--- src/hw/rtl/lkvc_pkg.sv ---
// ----------------------------------------------------------------------------
// lkvc_pkg
// Shared widths, codes and constants for the LRU key-value cache.
// ----------------------------------------------------------------------------
package lkvc_pkg;

  localparam int KEY_W      = 32;
  localparam int VAL_W      = 32;
  localparam int CAP_W      = 5;
  localparam int IN_TDATA_W = KEY_W + VAL_W;

  localparam logic [CAP_W-1:0] CAP_RESET  = 5'd16;
  localparam logic [VAL_W-1:0] MISS_VALUE = '1;   // -1

  localparam logic OP_GET = 1'b0;
  localparam logic OP_PUT = 1'b1;

  typedef logic [KEY_W-1:0] key_t;
  typedef logic [VAL_W-1:0] val_t;

endpackage

--- src/hw/rtl/lru_key_value_cache_top.sv ---
// ----------------------------------------------------------------------------
// lru_key_value_cache_top
// Fully associative key-value store with LRU replacement, get/put requests.
// ----------------------------------------------------------------------------
// Throughput: one request per cycle; gets and puts may follow back to back. A get
//   stalls in the input register while the result register holds an unaccepted result.
// A get passes the input register and then the result register, with one parallel
//   key compare plus rank update between the two.
// Reset: clears valid bits, ranks, occupancy and handshake; capacity = 16.
module lru_key_value_cache_top #(
  parameter int DEPTH = 16
) (
  input  logic                              clk,
  input  logic                              rst_n,
  input  logic                              cfg_wr_en,
  input  logic [lkvc_pkg::CAP_W-1:0]        cfg_wr_data,   // capacity
  input  logic                              in_tvalid,
  output logic                              in_tready,
  input  logic [lkvc_pkg::IN_TDATA_W-1:0]   in_tdata,      // key[31:0], value[63:32]
  input  logic                              in_tuser,      // op
  output logic                              out_tvalid,
  input  logic                              out_tready,
  output logic [lkvc_pkg::VAL_W-1:0]        out_tdata,     // read_value
  output logic                              out_tuser      // hit
);
  import lkvc_pkg::*;

  localparam int RW = (DEPTH > 1) ? $clog2(DEPTH) : 1;
  localparam int OW = $clog2(DEPTH + 1);
  localparam int CW = (OW > CAP_W) ? OW : CAP_W;

  // configuration
  logic [CAP_W-1:0] cap_r;
  logic [CW-1:0]    cap_x;
  logic [CW-1:0]    cap_eff;

  // input stage
  logic  s_vld_r;
  logic  s_op_r;
  key_t  s_key_r;
  val_t  s_val_r;
  logic  s_go;

  // result stage
  logic  out_vld_r;
  logic  out_hit_r;
  val_t  out_data_r;

  // store
  key_t           key_r   [DEPTH];
  val_t           value_r [DEPTH];
  logic [DEPTH-1:0] valid_r, valid_nxt;
  logic [RW-1:0]  rank_r  [DEPTH];
  logic [RW-1:0]  rank_nxt[DEPTH];
  logic [OW-1:0]  occ_r, occ_nxt;

  // lookup
  logic [DEPTH-1:0] hit_vec;
  logic             hit_any;
  logic [RW-1:0]    hit_rank;
  val_t             hit_val;
  logic             need_evict;
  logic [RW-1:0]    oldest_rank;
  logic [DEPTH-1:0] victim_vec, victim_oh;
  logic [DEPTH-1:0] valid_aft, free_vec, free_oh;
  logic [DEPTH-1:0] key_we, val_we;

  always_ff @(posedge clk) begin
    if (!rst_n) begin
      cap_r <= CAP_RESET;
    end else if (cfg_wr_en) begin
      cap_r <= cfg_wr_data;
    end
  end

  always_comb begin
    cap_x = CW'(cap_r);
    if (cap_x == '0) begin
      cap_eff = CW'(1);
    end else if (cap_x > CW'(DEPTH)) begin
      cap_eff = CW'(DEPTH);
    end else begin
      cap_eff = cap_x;
    end
  end

  // a put never blocks on the result side
  assign s_go      = s_vld_r && (s_op_r == OP_PUT || !out_vld_r || out_tready);
  assign in_tready = !s_vld_r || s_go;

  always_ff @(posedge clk) begin
    if (!rst_n) begin
      s_vld_r <= 1'b0;
    end else if (in_tready) begin
      s_vld_r <= in_tvalid;
    end
  end

  always_ff @(posedge clk) begin
    if (in_tready && in_tvalid) begin
      s_op_r  <= in_tuser;
      s_key_r <= in_tdata[KEY_W-1:0];
      s_val_r <= in_tdata[IN_TDATA_W-1:KEY_W];
    end
  end

  // parallel compare and selects
  always_comb begin
    hit_rank = '0;
    hit_val  = '0;
    for (int i = 0; i < DEPTH; i++) begin
      hit_vec[i]    = valid_r[i] && (key_r[i] == s_key_r);
      victim_vec[i] = valid_r[i] && (rank_r[i] == oldest_rank);
      if (hit_vec[i]) begin
        hit_rank = hit_rank | rank_r[i];
        hit_val  = hit_val | value_r[i];
      end
    end
  end

  assign hit_any     = |hit_vec;
  // ranks of valid slots are a permutation of 0..occ-1, so the oldest is occ-1
  assign oldest_rank = RW'(occ_r - 1'b1);
  assign need_evict  = (s_op_r == OP_PUT) && !hit_any && (CW'(occ_r) >= cap_eff);
  assign victim_oh   = victim_vec & (~victim_vec + 1'b1);
  assign valid_aft   = valid_r & ~(need_evict ? victim_oh : '0);
  assign free_vec    = ~valid_aft;
  assign free_oh     = free_vec & (~free_vec + 1'b1);

  always_comb begin
    valid_nxt = valid_r;
    occ_nxt   = occ_r;
    key_we    = '0;
    val_we    = '0;
    for (int i = 0; i < DEPTH; i++) begin
      rank_nxt[i] = rank_r[i];
    end
    if (hit_any) begin
      // touch: slots more recent than the hit age by one
      for (int i = 0; i < DEPTH; i++) begin
        if (hit_vec[i]) begin
          rank_nxt[i] = '0;
        end else if (valid_r[i] && rank_r[i] < hit_rank) begin
          rank_nxt[i] = rank_r[i] + 1'b1;
        end
      end
      if (s_op_r == OP_PUT) begin
        val_we = hit_vec;
      end
    end else if (s_op_r == OP_PUT) begin
      for (int i = 0; i < DEPTH; i++) begin
        if (free_oh[i]) begin
          rank_nxt[i] = '0;
        end else if (valid_aft[i]) begin
          rank_nxt[i] = rank_r[i] + 1'b1;
        end
      end
      valid_nxt = valid_aft | free_oh;
      key_we    = free_oh;
      val_we    = free_oh;
      occ_nxt   = need_evict ? occ_r : occ_r + 1'b1;
    end
  end

  always_ff @(posedge clk) begin
    if (!rst_n) begin
      valid_r <= '0;
      occ_r   <= '0;
      for (int i = 0; i < DEPTH; i++) begin
        rank_r[i] <= '0;
      end
    end else if (s_go) begin
      valid_r <= valid_nxt;
      occ_r   <= occ_nxt;
      for (int i = 0; i < DEPTH; i++) begin
        rank_r[i] <= rank_nxt[i];
      end
    end
  end

  always_ff @(posedge clk) begin
    for (int i = 0; i < DEPTH; i++) begin
      if (s_go && key_we[i]) begin
        key_r[i] <= s_key_r;
      end
      if (s_go && val_we[i]) begin
        value_r[i] <= s_val_r;
      end
    end
  end

  // result register
  always_ff @(posedge clk) begin
    if (!rst_n) begin
      out_vld_r <= 1'b0;
    end else if (s_go && s_op_r == OP_GET) begin
      out_vld_r <= 1'b1;
    end else if (out_tready) begin
      out_vld_r <= 1'b0;
    end
  end

  always_ff @(posedge clk) begin
    if (s_go && s_op_r == OP_GET) begin
      out_hit_r  <= hit_any;
      out_data_r <= hit_any ? hit_val : MISS_VALUE;
    end
  end

  assign out_tvalid = out_vld_r;
  assign out_tuser  = out_hit_r;
  assign out_tdata  = out_data_r;

endmodule
--- config.mk ---
export PLATFORM = sky130hd
export DESIGN_NAME = lru_key_value_cache_top
export DESIGN_NICKNAME = d
export VERILOG_FILES = /design/src/hw/rtl/lkvc_pkg.sv /design/src/hw/rtl/lru_key_value_cache_top.sv
export SDC_FILE = /design/constraint.sdc
export NUM_CORES = 2
export LEC_CHECK = 0
export ABC_AREA = 1
export BUFFER_PORTS_ARGS = -buffer_cell sky130_fd_sc_hd__buf_4
export CAP_MARGIN = 5
export CORE_UTILIZATION = 50
export DETAILED_ROUTE_END_ITERATION = 8
export PLACE_DENSITY_LB_ADDON = 0.15
export SLEW_MARGIN = 20
export SYNTH_ARGS = -nofsm -noshare
export SYNTH_HDL_FRONTEND = slang
export SYNTH_SLANG_ARGS = --single-unit
export TNS_END_PERCENT = 100
--- constraint.sdc ---
create_clock -name clk -period 8.1 [get_ports clk]
set_clock_uncertainty 0.2 [all_clocks]
set_input_delay 0.81 -clock clk [delete_from_list [all_inputs] [get_ports clk]]
set_output_delay 0.81 -clock clk [all_outputs]
set_load 0.05 [all_outputs]
==> summary.md <==
| Metric | Value |
|---|---|
| Status | `complete, no violations` |
| H-tree depth reported by CTS | `4` |
| GRT Overall Usage | `0.3119` |
| CTS tree | `done` |
| P_leak | `24.54 nW` |
| CP endpoint kind | `register` |
| First-pass iteration count of the detailed router | `6` |
| Initial core utilization | `0.5056` |
| Filler Cells Inserted | `8828` |
| Slowest stage delay, CP | `0.93 ns` |
| Hold Fails Final Rpt | `0` |
| WL/cell | `25.74 um` |
| Pwr Density | `221.2 nW/um2` |
| Post-synth top cells | `edfxtp_1, nand2_1, inv_1` |
| Synth top area cells | `edfxtp_1, nand2_1, inv_1, o22ai_1, nor2_1` |
| CTS sink count | `1214` |
| First-pass GRT wire length | `246.1 mm` |
| Post-Route Setup TNS | `0 ns` |
| Hold Path Class | `in -> reg` |
| Tcrit/Tclk final | `0.8082` |
| Post-CTS Hold Fix Bufs | `51` |
| Cell Rows | `120` |
| Routed Antenna Nets | `0` |
| Reg clk slew, reported paths | `0.06 ns` |
| Synth cell types | `48` |
| Clk_lat worst skew | `around 0.77 ns` |
| Post-CTS Resized | `0` |
| Fmax | `0.1528 GHz` |
| Maxcap violations | `0` |
| Final Slew Violations | `0` |
| Worst Tran Pin Value | `1.159 ns` |
| Worst EP arrival | `6.80 ns` |
| Core Box Area | `107400 um2` |
| Die Y | `331.5 um` |
| Layout cells sized above 1 | `0.09627` |
| Post-synth EDFFs | `1186` |
| Synthesis-stage register bit count | `1214` |
| CP max FO | `22` |
| Initial antenna violation count | `6` |
| Top-area cell type share of the netlist area | `0.6562` |
| Required time worst endpoint | `8.35 ns` |
| Cts bufs inserted | `about 130` |
| Initial DRC Count | `5050` |
| Post CTS Setup Buffer Count | `0` |
| Largest net degree at the start of global routing | `52` |
| Period minus WS final | `6.546 ns` |
| Synth Flop Type | `edfxtp_1` |
| Pwr Total | `about 14 mW` |
| DP HPWL | `108.7 mm` |
| CP cell instances | `inv_4 > ha_1 > inv_1 > a21oi_1 > o21ai_0 > nor4_1 > inv_1 > nand2_1 > nor2_1 > a21oi_1 > nand2_1 > nor2_1 > nand3_2 > nand2_2 > nand2_1 > nor2_4 > buf_4` |
| Worst Setup Path Type | `reg -> reg` |
| Worst vdd rail ir drop | `0.0002190 V` |
| IO Port Bufs | `109` |
| Post-synthesis async set-or-reset flop share | `0` |
| Die W | `331.5 um` |
| Setup-failing EPs final | `0` |
| Nets | `5351` |
| Synth warn | `0` |
| Bufs on Longest Clock Path | `3` |
| Routed via count | `38100` |
| Cell taking the most area after synthesis | `edfxtp_1` |
| CP delay by family, top | `simple AND/OR/NAND/NOR gates` |
| Drc violations | `0` |
| Critical path buffer and inverter count | `4` |
| I/O pin total | `110` |
| Most frequent cell after synthesis | `edfxtp_1` |
| Full die area | `109900 um2` |
| Inserted Diodes | `0` |
| Via density | `5.677` |
| Post-Syn Area | `54270 um2` |
| P&R area growth vs syn | `14.05%` |
| Crit path top cell by count | `nand2_1` |
| Max-slew headroom | `0.2254` |
| CTS root buffer | `clkbuf_16` |
| Setup repair after global routing missed its margin | `no` |
| Grt total ovfl | `0` |
| Register area share after synthesis | `0.6665` |
| Total wire length | `172.7 mm` |
| CP startpoint kind | `register` |
| Mapped Cells | `4987` |
| Syn_area_per_cell | `10.88 um2` |
| Vias in the first global route | `35510` |
| Syn nets | `5133` |
| Slowest cell on crit path | `dfxtp_1` |
| Routability congestion estimate | `0.9584` |
cell usage in the layout, fill, tap and decap left out, drive strengths merged, types with 24 or more instances in the layout:
master	netlist	final
edfxtp	1186	1186
nand2	1030	1030
inv	998	1003
nor2	357	357
o22ai	296	296
buf	137	208
clkbuf	39	163
o21ai	150	150
xnor2	148	148
nand3	136	136
nand4	107	107
a21oi	82	82
nor4	76	76
ha	71	71
clkinv	1	58
dlygate4sd3	0	51
xor2	40	40
dfxtp	28	28
or2	24	24
cell type report:
cell class	count	area, um2	area share
Clock buffer	163	3472	0.05609
Clock inverter	75	757.0	0.01223
Timing Repair Buffer	259	2215	0.03578
Inverter	999	3752	0.06062
Tap cell	1403	1755	0.02836
Multi-Input combinational cell	2598	13780	0.2225
Sequential cell	1214	36170	0.5844
cell families (layout without fill, tap and decap cells):
| kind of cell | count (synthesis) | count (layout) | share of synthesized area |
|---|---|---|---|
| and+or+nand+nor | 1753 | 1753 | 0.1369 |
| AOI/OAI and AO/OA | 586 | 586 | 0.06446 |
| xor gates and xnor gates | 188 | 188 | 0.03034 |
| buffers and inverters | 1175 | 1496 | 0.08539 |
| DFF | 1214 | 1214 | 0.6665 |
| adders and majority gates | 71 | 71 | 0.01637 |
state kept, by name (all words and copies together), names as in the netlist:
register / cells
out_tvalid: 1
rank_r: 64
s_val_r: 32
s_vld_r: 1
out_tuser: 1
occ_r: 5
cap_r: 5
valid_r: 16
s_key_r: 32
value_r: 512
s_op_r: 1
out_tdata: 32
key_r: 512
report_power, final:
part           total [mW]  internal, mW  switching [mW]  leakage (nW)
clock                5.96          3.39            2.56          2.04
combinational       0.663         0.198           0.465          11.6
sequential           7.08          6.96           0.111          10.9
stage by stage:
step	util	instances	cell area [um2]	hold WS [ns]	setup slack (ns)
after floorplan	-	4987	54270	0.2267	2.447
after detailed placement	0.5320	6420	57110	0.2589	1.627
after global placement	0.5305	6413	56950	0.2484	1.808
final	0.5766	6711	61900	0.04236	1.554
after CTS	0.5761	6709	61850	0.00002159	1.617
after global routing	0.5766	6711	61900	0.02105	1.204
routing by layer:
metal | track usage | wire length (um) | vias up
li1 | - | - | 17190
met4 | 0.09857 | 4924 | 10
met1 | 0.4495 | 72320 | 18470
met3 | 0.1038 | 21890 | 286
met2 | 0.4438 | 73410 | 2142
met5 | 0.01042 | 195 | -
worst register-to-register path, delay by kind of cell (launching register included):
kind,cells,cell delay [ns]
compound gates,3,0.59
fa+ha+maj,1,0.92
flops,1,0.93
simple gates,9,2.29
buf+inv,4,1.33
final timing paths:
| check | from | end | slack [ns] | cells after the start |
|---|---|---|---|---|
| worst max-delay path | occ_r[0] | value_r[1][210] | 1.55 | 17 |
| worst min-delay path | in_tdata[28] | s_key_r[28] | 0.04 | 1 |
| worst max register to register | occ_r[0] | value_r[1][210] | 1.55 | 17 |
| worst min register to register | occ_r[4] | occ_r[4] | 0.27 | 1 |
Note: power is estimated with default switching activity, not from simulation.
